$ cat config.mk
export PLATFORM = sky130hd
export DESIGN_NAME = gripper_pair_current_supervisor
export DESIGN_NICKNAME = d
export VERILOG_FILES = /design/src/hw/rtl/gpcs_pkg.sv /design/src/hw/rtl/gpcs_ctrl.sv /design/src/hw/rtl/gpcs_datapath.sv /design/src/hw/rtl/gripper_pair_current_supervisor.sv
export SDC_FILE = /design/constraint.sdc
export NUM_CORES = 1
export LEC_CHECK = 0
export ABC_AREA = 0
export BUFFER_PORTS_ARGS = -buffer_cell sky130_fd_sc_hd__clkbuf_2
export CORE_MARGIN = 1
export CORE_UTILIZATION = 45
export CTS_BUF_LIST = sky130_fd_sc_hd__clkbuf_2
export DETAILED_ROUTE_END_ITERATION = 12
export PLACE_DENSITY = 0.58
export SYNTH_ARGS = -nofsm -noshare
export SYNTH_HDL_FRONTEND = slang
export SYNTH_HIERARCHICAL = 1
export SYNTH_SLANG_ARGS = --single-unit
$ cat constraint.sdc
create_clock -name clock -period 13.55 [get_ports clock]
set_clock_uncertainty 0.1 [all_clocks]
set_input_delay 2.71 -clock clock [delete_from_list [all_inputs] [get_ports clock]]
set_output_delay 2.71 -clock clock [all_outputs]
set_load 0.05 [all_outputs]
$ cat src/hw/rtl/gpcs_pkg.sv
// ----------------------------------------------------------------------------
// gpcs_pkg
// Shared widths, codes and control types of the gripper pair current supervisor.
// ----------------------------------------------------------------------------
`default_nettype none

package gpcs_pkg;

   localparam int CURRENT_BITS = 16;
   localparam int COUNT_BITS   = 16;

   localparam int TIME_BITS      = 32;
   localparam int CFG_BITS       = 16;
   localparam int CSR_INDEX_BITS = 3;

   // divider widths: dividend is avg*n + x, divisor is n+1
   localparam int PROD_BITS = CURRENT_BITS + COUNT_BITS;
   localparam int DVD_BITS  = PROD_BITS + 1;
   localparam int DVS_BITS  = COUNT_BITS + 1;
   localparam int STEP_BITS = $clog2(CURRENT_BITS + 1);

   typedef logic [1:0] action_type;
   localparam action_type ACT_SAMPLE  = 2'd0;
   localparam action_type ACT_EXTEND  = 2'd1;
   localparam action_type ACT_RETRACT = 2'd2;

   typedef logic [1:0] status_type;
   localparam status_type STAT_NONE    = 2'd0;
   localparam status_type STAT_DONE    = 2'd1;
   localparam status_type STAT_FAILED  = 2'd2;
   localparam status_type STAT_TIMEOUT = 2'd3;

   typedef logic [1:0] motor_type;
   localparam motor_type MOTOR_NONE    = 2'd0;
   localparam motor_type MOTOR_EXTEND  = 2'd1;
   localparam motor_type MOTOR_RETRACT = 2'd2;

   typedef logic [CSR_INDEX_BITS-1:0] csr_index_type;
   localparam csr_index_type CSR_SETTLE_DELAY = 3'd0;
   localparam csr_index_type CSR_TIMEOUT      = 3'd1;
   localparam csr_index_type CSR_IDLE_LEVEL   = 3'd2;
   localparam csr_index_type CSR_START_LEVEL  = 3'd3;
   localparam csr_index_type CSR_PAIR_SIDE    = 3'd4;

   typedef enum logic [2:0] {
      ST_IDLE,
      ST_EVAL,
      ST_MUL,
      ST_LOAD,
      ST_DIV,
      ST_DONE
   } state_type;

   typedef struct packed {
      logic capture;
      logic eval;
      logic mul;
      logic load;
      logic step;
      logic sel_rear;
      logic load_out;
   } cmd_type;

   typedef struct packed {
      logic fold_front;
      logic fold_rear;
      logic fold_rear_q;
      logic div_last;
   } stat_type;

endpackage

`default_nettype wire

$ cat src/hw/rtl/gpcs_ctrl.sv
// ----------------------------------------------------------------------------
// gpcs_ctrl
// Sequencer: takes a word, runs evaluation and, for each folded finger, the
// multiply and divide passes, then hands the result to the output register.
// ----------------------------------------------------------------------------
`default_nettype none

module gpcs_ctrl (
   input  wire                 clock,
   input  wire                 reset,
   input  wire                 req_valid,
   output logic                req_stall,
   output logic                rsp_valid,
   input  wire                 rsp_stall,
   input  gpcs_pkg::stat_type  stat,
   output gpcs_pkg::cmd_type   cmd
);

   gpcs_pkg::state_type state_ff, state_in;
   logic sel_rear_ff, sel_rear_in;
   logic rsp_valid_ff, rsp_valid_in;
   logic out_free;

   assign out_free = !rsp_valid_ff || !rsp_stall;

   always_comb begin
      state_in    = state_ff;
      sel_rear_in = sel_rear_ff;
      unique case (state_ff)
         gpcs_pkg::ST_IDLE: begin
            if (req_valid) state_in = gpcs_pkg::ST_EVAL;
         end
         gpcs_pkg::ST_EVAL: begin
            if (stat.fold_front || stat.fold_rear) begin
               state_in    = gpcs_pkg::ST_MUL;
               sel_rear_in = !stat.fold_front;
            end else begin
               state_in = gpcs_pkg::ST_DONE;
            end
         end
         gpcs_pkg::ST_MUL:  state_in = gpcs_pkg::ST_LOAD;
         gpcs_pkg::ST_LOAD: state_in = gpcs_pkg::ST_DIV;
         gpcs_pkg::ST_DIV: begin
            if (stat.div_last) begin
               if (!sel_rear_ff && stat.fold_rear_q) begin
                  state_in    = gpcs_pkg::ST_MUL;
                  sel_rear_in = 1'b1;
               end else begin
                  state_in = gpcs_pkg::ST_DONE;
               end
            end
         end
         gpcs_pkg::ST_DONE: begin
            if (out_free) state_in = gpcs_pkg::ST_IDLE;
         end
         default: state_in = gpcs_pkg::ST_IDLE;
      endcase
   end

   always_comb begin
      cmd          = '0;
      cmd.capture  = (state_ff == gpcs_pkg::ST_IDLE) && req_valid;
      cmd.eval     = (state_ff == gpcs_pkg::ST_EVAL);
      cmd.mul      = (state_ff == gpcs_pkg::ST_MUL);
      cmd.load     = (state_ff == gpcs_pkg::ST_LOAD);
      cmd.step     = (state_ff == gpcs_pkg::ST_DIV);
      cmd.sel_rear = sel_rear_ff;
      cmd.load_out = (state_ff == gpcs_pkg::ST_DONE) && out_free;
      req_stall    = (state_ff != gpcs_pkg::ST_IDLE);
      rsp_valid    = rsp_valid_ff;
   end

   // result word stays until taken, a new one may replace it in the same cycle
   assign rsp_valid_in = cmd.load_out ? 1'b1 : (rsp_valid_ff && rsp_stall);

   always_ff @(posedge clock) begin
      if (reset) begin
         state_ff     <= gpcs_pkg::ST_IDLE;
         sel_rear_ff  <= 1'b0;
         rsp_valid_ff <= 1'b0;
      end else begin
         state_ff     <= state_in;
         sel_rear_ff  <= sel_rear_in;
         rsp_valid_ff <= rsp_valid_in;
      end
   end

endmodule

`default_nettype wire

$ cat src/hw/rtl/gpcs_datapath.sv
// ----------------------------------------------------------------------------
// gpcs_datapath
// Configuration registers, move state, window checks, shared multiplier and
// serial divider for the running averages, and the result register.
// ----------------------------------------------------------------------------
`default_nettype none

module gpcs_datapath (
   input  wire                                    clock,
   input  wire                                    reset,
   input  gpcs_pkg::cmd_type                      cmd,
   output gpcs_pkg::stat_type                     stat,
   input  wire                                    csr_write,
   input  wire  [gpcs_pkg::CSR_INDEX_BITS-1:0]    csr_index,
   input  wire  [gpcs_pkg::CFG_BITS-1:0]          csr_data,
   input  wire  [1:0]                             req_action,
   input  wire  [gpcs_pkg::TIME_BITS-1:0]         req_now_ms,
   input  wire  [gpcs_pkg::CURRENT_BITS-1:0]      req_front_current,
   input  wire  [gpcs_pkg::CURRENT_BITS-1:0]      req_rear_current,
   output logic [1:0]                             rsp_status,
   output logic [1:0]                             rsp_motor_command,
   output logic [gpcs_pkg::CURRENT_BITS-1:0]      rsp_front_average,
   output logic [gpcs_pkg::CURRENT_BITS-1:0]      rsp_rear_average,
   output logic                                   rsp_front_started,
   output logic                                   rsp_rear_started
);

   localparam int CB = gpcs_pkg::CURRENT_BITS;
   localparam int NB = gpcs_pkg::COUNT_BITS;
   localparam int TB = gpcs_pkg::TIME_BITS;
   localparam int FB = gpcs_pkg::CFG_BITS;

   // configuration
   logic [FB-1:0] settle_ff, timeout_ff, idle_lvl_ff, start_lvl_ff;

   // captured word
   gpcs_pkg::action_type action_ff;
   logic [TB-1:0] now_ff;
   logic [CB-1:0] fc_ff, rc_ff;

   // move state
   logic [TB-1:0] start_time_ff;
   gpcs_pkg::motor_type last_move_ff;
   logic front_flag_ff, rear_flag_ff;
   logic [CB-1:0] front_avg_ff, rear_avg_ff;
   logic [NB-1:0] front_cnt_ff, rear_cnt_ff;

   // evaluation result
   gpcs_pkg::status_type stat_ff;
   gpcs_pkg::motor_type motor_ff;
   logic fold_rear_q_ff;

   // multiplier and divider
   logic [gpcs_pkg::PROD_BITS-1:0] prod_ff;
   logic [gpcs_pkg::DVS_BITS-1:0]  divisor_ff, rem_ff;
   logic [CB-1:0]                  quo_ff;
   logic [gpcs_pkg::STEP_BITS-1:0] step_ff;

   logic [TB-1:0] elapsed;
   logic in_window, late;
   logic front_above, rear_above, front_reach, rear_reach;
   logic front_flag_new, rear_flag_new;
   logic [CB-1:0] sel_avg, sel_x;
   logic [NB-1:0] sel_cnt, cnt_next;
   logic [gpcs_pkg::DVD_BITS-1:0] dividend;
   logic [gpcs_pkg::DVS_BITS:0] trial, diff;
   logic trial_ge;
   logic [CB-1:0] quo_next;

   assign elapsed   = now_ff - start_time_ff;
   assign in_window = (elapsed >= TB'(settle_ff)) && (elapsed <= TB'(timeout_ff));
   assign late      = (elapsed > TB'(timeout_ff));

   assign front_above = (CB'(fc_ff) > CB'(idle_lvl_ff));
   assign rear_above  = (CB'(rc_ff) > CB'(idle_lvl_ff));
   assign front_reach = (CB'(fc_ff) >= CB'(start_lvl_ff));
   assign rear_reach  = (CB'(rc_ff) >= CB'(start_lvl_ff));
   assign front_flag_new = front_flag_ff || front_reach;
   assign rear_flag_new  = rear_flag_ff || rear_reach;

   always_comb begin
      stat             = '0;
      stat.fold_front  = (action_ff == gpcs_pkg::ACT_SAMPLE) && in_window && front_above;
      stat.fold_rear   = (action_ff == gpcs_pkg::ACT_SAMPLE) && in_window && rear_above;
      stat.fold_rear_q = fold_rear_q_ff;
      stat.div_last    = (step_ff == gpcs_pkg::STEP_BITS'(1));
   end

   assign sel_avg = cmd.sel_rear ? rear_avg_ff : front_avg_ff;
   assign sel_cnt = cmd.sel_rear ? rear_cnt_ff : front_cnt_ff;
   assign sel_x   = cmd.sel_rear ? rc_ff : fc_ff;
   assign cnt_next = (sel_cnt == {NB{1'b1}}) ? sel_cnt : sel_cnt + NB'(1);

   assign dividend = {1'b0, prod_ff} + gpcs_pkg::DVD_BITS'(sel_x);

   // restoring divide, one quotient bit per cycle
   assign trial    = {rem_ff, quo_ff[CB-1]};
   assign diff     = trial - {1'b0, divisor_ff};
   assign trial_ge = (trial >= {1'b0, divisor_ff});
   assign quo_next = {quo_ff[CB-2:0], trial_ge};

   always_ff @(posedge clock) begin
      if (reset) begin
         settle_ff    <= FB'(100);
         timeout_ff   <= FB'(5000);
         idle_lvl_ff  <= FB'(64);
         start_lvl_ff <= FB'(128);
      end else if (csr_write) begin
         unique case (csr_index)
            gpcs_pkg::CSR_SETTLE_DELAY: settle_ff    <= csr_data;
            gpcs_pkg::CSR_TIMEOUT:      timeout_ff   <= csr_data;
            gpcs_pkg::CSR_IDLE_LEVEL:   idle_lvl_ff  <= csr_data;
            gpcs_pkg::CSR_START_LEVEL:  start_lvl_ff <= csr_data;
            // side tag only names the pair, it changes no result
            gpcs_pkg::CSR_PAIR_SIDE:    ;
            default:                    ;
         endcase
      end
   end

   always_ff @(posedge clock) begin
      if (cmd.capture) begin
         action_ff <= req_action;
         now_ff    <= req_now_ms;
         fc_ff     <= req_front_current;
         rc_ff     <= req_rear_current;
      end
   end

   always_ff @(posedge clock) begin
      if (reset) begin
         start_time_ff <= '0;
         last_move_ff  <= gpcs_pkg::MOTOR_NONE;
         front_flag_ff <= 1'b0;
         rear_flag_ff  <= 1'b0;
         front_avg_ff  <= '0;
         rear_avg_ff   <= '0;
         front_cnt_ff  <= '0;
         rear_cnt_ff   <= '0;
      end else if (cmd.eval) begin
         priority if (action_ff == gpcs_pkg::ACT_EXTEND ||
                      action_ff == gpcs_pkg::ACT_RETRACT) begin
            start_time_ff <= now_ff;
            last_move_ff  <= action_ff;
            front_flag_ff <= 1'b0;
            rear_flag_ff  <= 1'b0;
            front_avg_ff  <= '0;
            rear_avg_ff   <= '0;
            front_cnt_ff  <= '0;
            rear_cnt_ff   <= '0;
         end else if (action_ff == gpcs_pkg::ACT_SAMPLE && in_window) begin
            front_flag_ff <= front_flag_new;
            rear_flag_ff  <= rear_flag_new;
         end else if (action_ff == gpcs_pkg::ACT_SAMPLE && late &&
                      (last_move_ff == gpcs_pkg::MOTOR_EXTEND ||
                       last_move_ff == gpcs_pkg::MOTOR_RETRACT)) begin
            // timeout reverses the move and restarts the window
            start_time_ff <= now_ff;
            last_move_ff  <= (last_move_ff == gpcs_pkg::MOTOR_EXTEND) ?
                             gpcs_pkg::MOTOR_RETRACT : gpcs_pkg::MOTOR_EXTEND;
            front_flag_ff <= 1'b0;
            rear_flag_ff  <= 1'b0;
            front_avg_ff  <= '0;
            rear_avg_ff   <= '0;
            front_cnt_ff  <= '0;
            rear_cnt_ff   <= '0;
         end else begin
            start_time_ff <= start_time_ff;
         end
      end else if (cmd.step && stat.div_last) begin
         if (cmd.sel_rear) begin
            rear_avg_ff <= quo_next;
            rear_cnt_ff <= cnt_next;
         end else begin
            front_avg_ff <= quo_next;
            front_cnt_ff <= cnt_next;
         end
      end
   end

   always_ff @(posedge clock) begin
      if (cmd.eval) begin
         fold_rear_q_ff <= stat.fold_rear;
         stat_ff        <= gpcs_pkg::STAT_NONE;
         motor_ff       <= gpcs_pkg::MOTOR_NONE;
         priority if (action_ff == gpcs_pkg::ACT_EXTEND ||
                      action_ff == gpcs_pkg::ACT_RETRACT) begin
            motor_ff <= action_ff;
         end else if (action_ff == gpcs_pkg::ACT_SAMPLE && in_window) begin
            if (!front_above && !rear_above) begin
               stat_ff <= (front_flag_new && rear_flag_new) ?
                          gpcs_pkg::STAT_DONE : gpcs_pkg::STAT_FAILED;
            end
         end else if (action_ff == gpcs_pkg::ACT_SAMPLE && late) begin
            stat_ff <= gpcs_pkg::STAT_TIMEOUT;
            if (last_move_ff == gpcs_pkg::MOTOR_EXTEND) begin
               motor_ff <= gpcs_pkg::MOTOR_RETRACT;
            end else if (last_move_ff == gpcs_pkg::MOTOR_RETRACT) begin
               motor_ff <= gpcs_pkg::MOTOR_EXTEND;
            end
         end else begin
            stat_ff <= gpcs_pkg::STAT_NONE;
         end
      end
   end

   // quotient is known to fit the average width, so the top of the dividend
   // preloads the remainder and only the low bits are stepped
   always_ff @(posedge clock) begin
      if (cmd.mul) begin
         prod_ff <= {{NB{1'b0}}, sel_avg} * {{CB{1'b0}}, sel_cnt};
      end
      if (cmd.load) begin
         divisor_ff <= {1'b0, sel_cnt} + gpcs_pkg::DVS_BITS'(1);
         rem_ff     <= dividend[gpcs_pkg::DVD_BITS-1:CB];
         quo_ff     <= dividend[CB-1:0];
         step_ff    <= gpcs_pkg::STEP_BITS'(CB);
      end else if (cmd.step) begin
         rem_ff  <= trial_ge ? diff[gpcs_pkg::DVS_BITS-1:0] : trial[gpcs_pkg::DVS_BITS-1:0];
         quo_ff  <= quo_next;
         step_ff <= step_ff - gpcs_pkg::STEP_BITS'(1);
      end
   end

   always_ff @(posedge clock) begin
      if (cmd.load_out) begin
         rsp_status        <= stat_ff;
         rsp_motor_command <= motor_ff;
         rsp_front_average <= front_avg_ff;
         rsp_rear_average  <= rear_avg_ff;
         rsp_front_started <= front_flag_ff;
         rsp_rear_started  <= rear_flag_ff;
      end
   end

endmodule

`default_nettype wire

$ cat src/hw/rtl/gripper_pair_current_supervisor.sv
// ----------------------------------------------------------------------------
// gripper_pair_current_supervisor
// Current-draw supervisor for the two fingers of one gripper pair.
// ----------------------------------------------------------------------------
// Each request word is either an extend or retract command, which starts a
// new move, or a pair of finger current samples (unsigned Q8.8 amps) with a
// millisecond timestamp; every word gives exactly one response word carrying
// status, motor command, both running averages and both started flags. Items
// are handled one at a time: a word is captured and evaluated, then for each
// finger whose average is folded the shared multiplier forms avg*n, and the
// divider is loaded and steps out one quotient bit per cycle; multiplier and
// divider serve both fingers in turn before the result is loaded for output.
// A finished response sits in an output register, so the next request is
// taken while it waits. Configuration writes are taken at any time but
// should only be issued while the block is idle.
`default_nettype none

module gripper_pair_current_supervisor (
   input  wire                                 clock,
   input  wire                                 reset,
   input  wire                                 req_valid,
   output logic                                req_stall,
   input  wire  [1:0]                          req_action,
   input  wire  [gpcs_pkg::TIME_BITS-1:0]      req_now_ms,
   input  wire  [gpcs_pkg::CURRENT_BITS-1:0]   req_front_current,
   input  wire  [gpcs_pkg::CURRENT_BITS-1:0]   req_rear_current,
   output logic                                rsp_valid,
   input  wire                                 rsp_stall,
   output logic [1:0]                          rsp_status,
   output logic [1:0]                          rsp_motor_command,
   output logic [gpcs_pkg::CURRENT_BITS-1:0]   rsp_front_average,
   output logic [gpcs_pkg::CURRENT_BITS-1:0]   rsp_rear_average,
   output logic                                rsp_front_started,
   output logic                                rsp_rear_started,
   input  wire                                 csr_write,
   input  wire  [gpcs_pkg::CSR_INDEX_BITS-1:0] csr_index,
   input  wire  [gpcs_pkg::CFG_BITS-1:0]       csr_data
);

   gpcs_pkg::cmd_type  cmd;
   gpcs_pkg::stat_type stat;

   gpcs_ctrl u_ctrl (
      .clock     (clock),
      .reset     (reset),
      .req_valid (req_valid),
      .req_stall (req_stall),
      .rsp_valid (rsp_valid),
      .rsp_stall (rsp_stall),
      .stat      (stat),
      .cmd       (cmd)
   );

   gpcs_datapath u_datapath (
      .clock             (clock),
      .reset             (reset),
      .cmd               (cmd),
      .stat              (stat),
      .csr_write         (csr_write),
      .csr_index         (csr_index),
      .csr_data          (csr_data),
      .req_action        (req_action),
      .req_now_ms        (req_now_ms),
      .req_front_current (req_front_current),
      .req_rear_current  (req_rear_current),
      .rsp_status        (rsp_status),
      .rsp_motor_command (rsp_motor_command),
      .rsp_front_average (rsp_front_average),
      .rsp_rear_average  (rsp_rear_average),
      .rsp_front_started (rsp_front_started),
      .rsp_rear_started  (rsp_rear_started)
   );

endmodule

`default_nettype wire

==> summary.md <==
| Metric | Value |
|---|---|
| Status | complete, no violations |
| Instance area after placement | 0.0301 mm^2 |
| Clock latency at the later pin of the worst-skew pair | 1.13 ns |
| Proportion of layout cells with a drive suffix above 1 | 0.126 |
| Startpoint of the worst register-to-register path | u_ctrl/sel_rear_ff |
| Setup slack of the worst register-to-register path | 4.53 ns |
| Final weighted congestion of routability-driven global placement | 0.954 |
| Setup repair after global routing missed its margin | no |
| Number of antenna violations at the first check in global routing | 1 |
| Total Routing Usage GR | 0.263 |
| Final slew viol count | 0 |
| Clock buffers created by TritonCTS | 99 |
| Critical Path Source Type | register |
| Count of input and output buffers | 129 |
| Post-layout total power | 3.98 mW |
| Final setup violating endpoints | 0 |
| Netlist cell types | 86 |
| Multi-input gate area | 0.0175 mm^2 |
| Time the final worst path needs with I/O delays and setup | 9.02 ns |
| Type of destination of the critical path | register |
| Power density over cell area | 128 mW/mm^2 |
| Post-cts hold buffer count | 0 |
| Data required time of the critical path | 14.30 ns |
| Final Routed Wirelength | 83500 um |
| Cells after synthesis | 3066 |
| Crit Path Category | reg2reg |
| Actual transition at the worst max-transition pin | 1.26 ns |
| DRC violations left | 0 |
| Die H | 254 um |
| Number of hold violations in the final report | 0 |
| Relative slew slack | 0.158 |
| Remaining Overflow, GRT | 0 |
| Post-synthesis average cell area | 9.32 um^2 |
| Maximum VDD drop | 0.0773 mV |
| Combined area of all synthesized cells | 0.0286 mm^2 |
| Data arrival time of the critical path | 9.77 ns |
| Cells resized by post-CTS repair | 0 |
| Number of synthesized register bits | 365 |
| Number of inserted filler cells in the final layout | 6060 |
| Number of warnings reported in the yosys synthesis log | 6 |
| Cell depth of the worst min-delay path | 0 |
| Overall die area | 0.0645 mm^2 |
| Area of all sequential standard cells | 0.00922 mm^2 |
| # clock sinks | 365 |
| Class of the most critical hold timing path | reg2reg |
| Crit share post-route | 0.665 |
| I/O pin cnt | 130 |
| Area Overhead vs Synth | 8.76% |
| DP Wirelength | 63800 um |
| Highest clock frequency the design can meet | 111 MHz |
| Number of buffers inserted to repair setup after CTS | 0 |
| Clock tree buffer depth | 3 |
| Design area | 0.0311 mm^2 |
| Worst reg2reg endpoint | u_datapath/prod_ff[30] |
| Cell at the root of the clock tree | clkbuf_2 |
| Detailed router's first-iteration violation count | 1258 |
| Std-Cell Core Area | 0.0630 mm^2 |
| Post-DR wirelength/cell | 20.1 um |
| Post-synthesis async set-or-reset flop share | 0 |
| Antenna-violating nets left | 0 |
| H-tree depth reported by CTS | 3 |
| Final setup TNS | 0 ns |
| Leakage power figure | 13.2 nW |
| Dominant synthesized flop cell | edfxtp_1 |
| Maximum number of pins on one net before global-route repair | 79 |
| CP max FO | 59 |
| Share of the yosys chip area belonging to registers | 0.323 |
| Row count | 92 |
| Max-capacitance violation count | 0 |
| Worst setup path endpoint | u_datapath/prod_ff[30] |
| Pre-Repair DR Iteration Count | 5 |
| Via count of the routed design | 22764 |
| Wire length of the first global-routing pass | 130000 um |
| Starting density of the core | 0.454 |
| Number of flops mapped to enable cells by yosys | 191 |
| Net count after synthesis | 3623 |
| Length in cells of the worst reg-to-reg path | 24 |
| Vias in the first global route | 23515 |
| Die X | 254 um |
| Detail-routed via count per cell | 5.49 |
| Final hold slack | 0.328 ns |
| TritonCTS clock tree | built |
| Clock edge transition at the registers on the reported setup and hold paths | 0.10 ns |
| Final net count | 3776 |
| Critical path startpoint | u_ctrl/sel_rear_ff |
==> metal layers <==
layer	vias up	GRT usage	wire length, um
li1	10839	-	-
met5	-	0	0
met3	164	0.0419	4610
met2	660	0.452	40600
met4	0	0.0993	2550
met1	11101	0.331	35700
==> sequential cells by signal, summed over array words and instances, names as in the netlist, 3 cells and up <==
register,count
u_datapath/rc_ff,16
u_datapath/rem_ff,17
u_datapath/rsp_front_average,16
u_ctrl/state_ff,3
u_datapath/idle_lvl_ff,16
u_datapath/settle_ff,16
u_datapath/divisor_ff,17
u_datapath/now_ff,32
u_datapath/rear_cnt_ff,16
u_datapath/rsp_rear_average,16
u_datapath/front_avg_ff,16
u_datapath/timeout_ff,16
u_datapath/fc_ff,16
u_datapath/step_ff,5
u_datapath/quo_ff,16
u_datapath/rear_avg_ff,16
u_datapath/prod_ff,32
u_datapath/front_cnt_ff,16
u_datapath/start_lvl_ff,16
u_datapath/start_time_ff,32
==> cell type report <==
class | instances | share of cell area
multi-input cells | 2205 | 0.564
flip-flops and latches | 365 | 0.297
inverters | 388 | 0.0469
repair buffers | 160 | 0.0283
clock buffers | 153 | 0.0246
well taps | 846 | 0.0341
clock inverters | 28 | 0.00535
diodes | 1 | 0.0000805
==> power breakdown <==
group | leakage (nW) | internal (mW) | switching, mW | total [mW]
Clock | 0.717 | 0.325 | 0.491 | 0.817
Combinational | 9.25 | 0.606 | 1.06 | 1.66
Sequential | 3.21 | 1.37 | 0.132 | 1.50
==> how the worst min path moves through the flow <==
| stage | endpoint | slack, ns | startpoint |
|---|---|---|---|
| after global routing | u_datapath/rsp_status[0] | 0.34 | u_datapath/stat_ff[0] |
| after detailed placement | u_datapath/rsp_motor_command[0] | 0.30 | u_datapath/motor_ff[0] |
| after CTS | u_datapath/rsp_front_average[15] | 0.32 | u_datapath/front_avg_ff[15] |
| final | u_datapath/rsp_status[0] | 0.33 | u_datapath/stat_ff[0] |
| after floorplan | u_datapath/rsp_motor_command[0] | 0.30 | u_datapath/motor_ff[0] |
| after global placement | u_datapath/rsp_motor_command[1] | 0.30 | u_datapath/motor_ff[1] |
==> logic make-up after synthesis <==
kind of cell,share of synthesized area
DFF,0.323
buffers and inverters,0.0663
AOI/OAI and AO/OA,0.121
and+or+nand+nor,0.148
xor gates and xnor gates,0.0297
muxes,0.0554
adders and majority gates,0.256
==> stage by stage <==
stage,utilization,std cells,worst slack (ns)
3_5_place_dp,0.479,3964,4.63
3_3_place_gp,0.479,3964,4.85
6_report,0.494,4146,4.53
2_1_floorplan,-,3066,4.65
5_1_grt,0.494,4146,4.09
4_1_cts,0.494,4145,4.61
==> Yosys cell counts (74+ instances only) <==
master,number,area share
nand2_1,412,0.054
edfxtp_1,191,0.20
inv_1,386,0.051
o21ai_0,100,0.018
nor2_1,230,0.030
nand3_1,92,0.016
mux2i_1,94,0.033
fa_1,197,0.14
dfxtp_1,174,0.12
ha_1,270,0.12
xnor2_1,74,0.023
a21oi_1,192,0.034
clkbuf_1,85,0.011
==> placed cells by master (no fill, tap or decap), drive strengths merged, types with 6 or more instances in the layout <==
cell | netlist | routed
nand2 | 414 | 414
inv | 388 | 392
clkbuf | 85 | 281
ha | 270 | 270
nor2 | 230 | 230
fa | 197 | 197
a21oi | 193 | 193
edfxtp | 191 | 191
dfxtp | 174 | 174
o21ai | 105 | 105
mux2i | 94 | 94
nand3 | 92 | 92
xnor2 | 74 | 74
mux2 | 57 | 57
a21o | 52 | 52
nor3 | 44 | 44
buf | 23 | 32
o21a | 31 | 31
o211ai | 27 | 27
nor2b | 24 | 24
nand4 | 23 | 23
xor2 | 23 | 23
a211oi | 22 | 22
clkinv | 0 | 22
nand2b | 19 | 19
and2 | 16 | 16
or3 | 13 | 13
and3 | 13 | 13
or2 | 13 | 13
nor4 | 12 | 12
o31ai | 11 | 11
a31oi | 10 | 10
a221oi | 9 | 9
a41o | 8 | 8
and4 | 7 | 7
a311oi | 7 | 7
a21boi | 7 | 7
nor3b | 6 | 6
==> worst max-delay path: stages (launching register included) <==
cell and delay, ns:
dfxtp_4 0.57, buf_4 0.79, mux2i_1 1.07, nor2_1 0.16, fa_1 0.53, inv_1 0.06
fa_1 0.56, fa_1 0.44, fa_1 0.49, inv_1 0.05, fa_1 0.52, inv_1 0.05
fa_1 0.53, inv_1 0.04, ha_1 0.38, o21a_1 0.20, o21ai_0 0.10, nor2_1 0.12
nand2_1 0.11, o41ai_1 0.62, a41oi_1 0.31, a21oi_1 0.31, and4_1 0.31, nor2_1 0.07
a311oi_1 0.26
(Power assumes the default switching activity.)
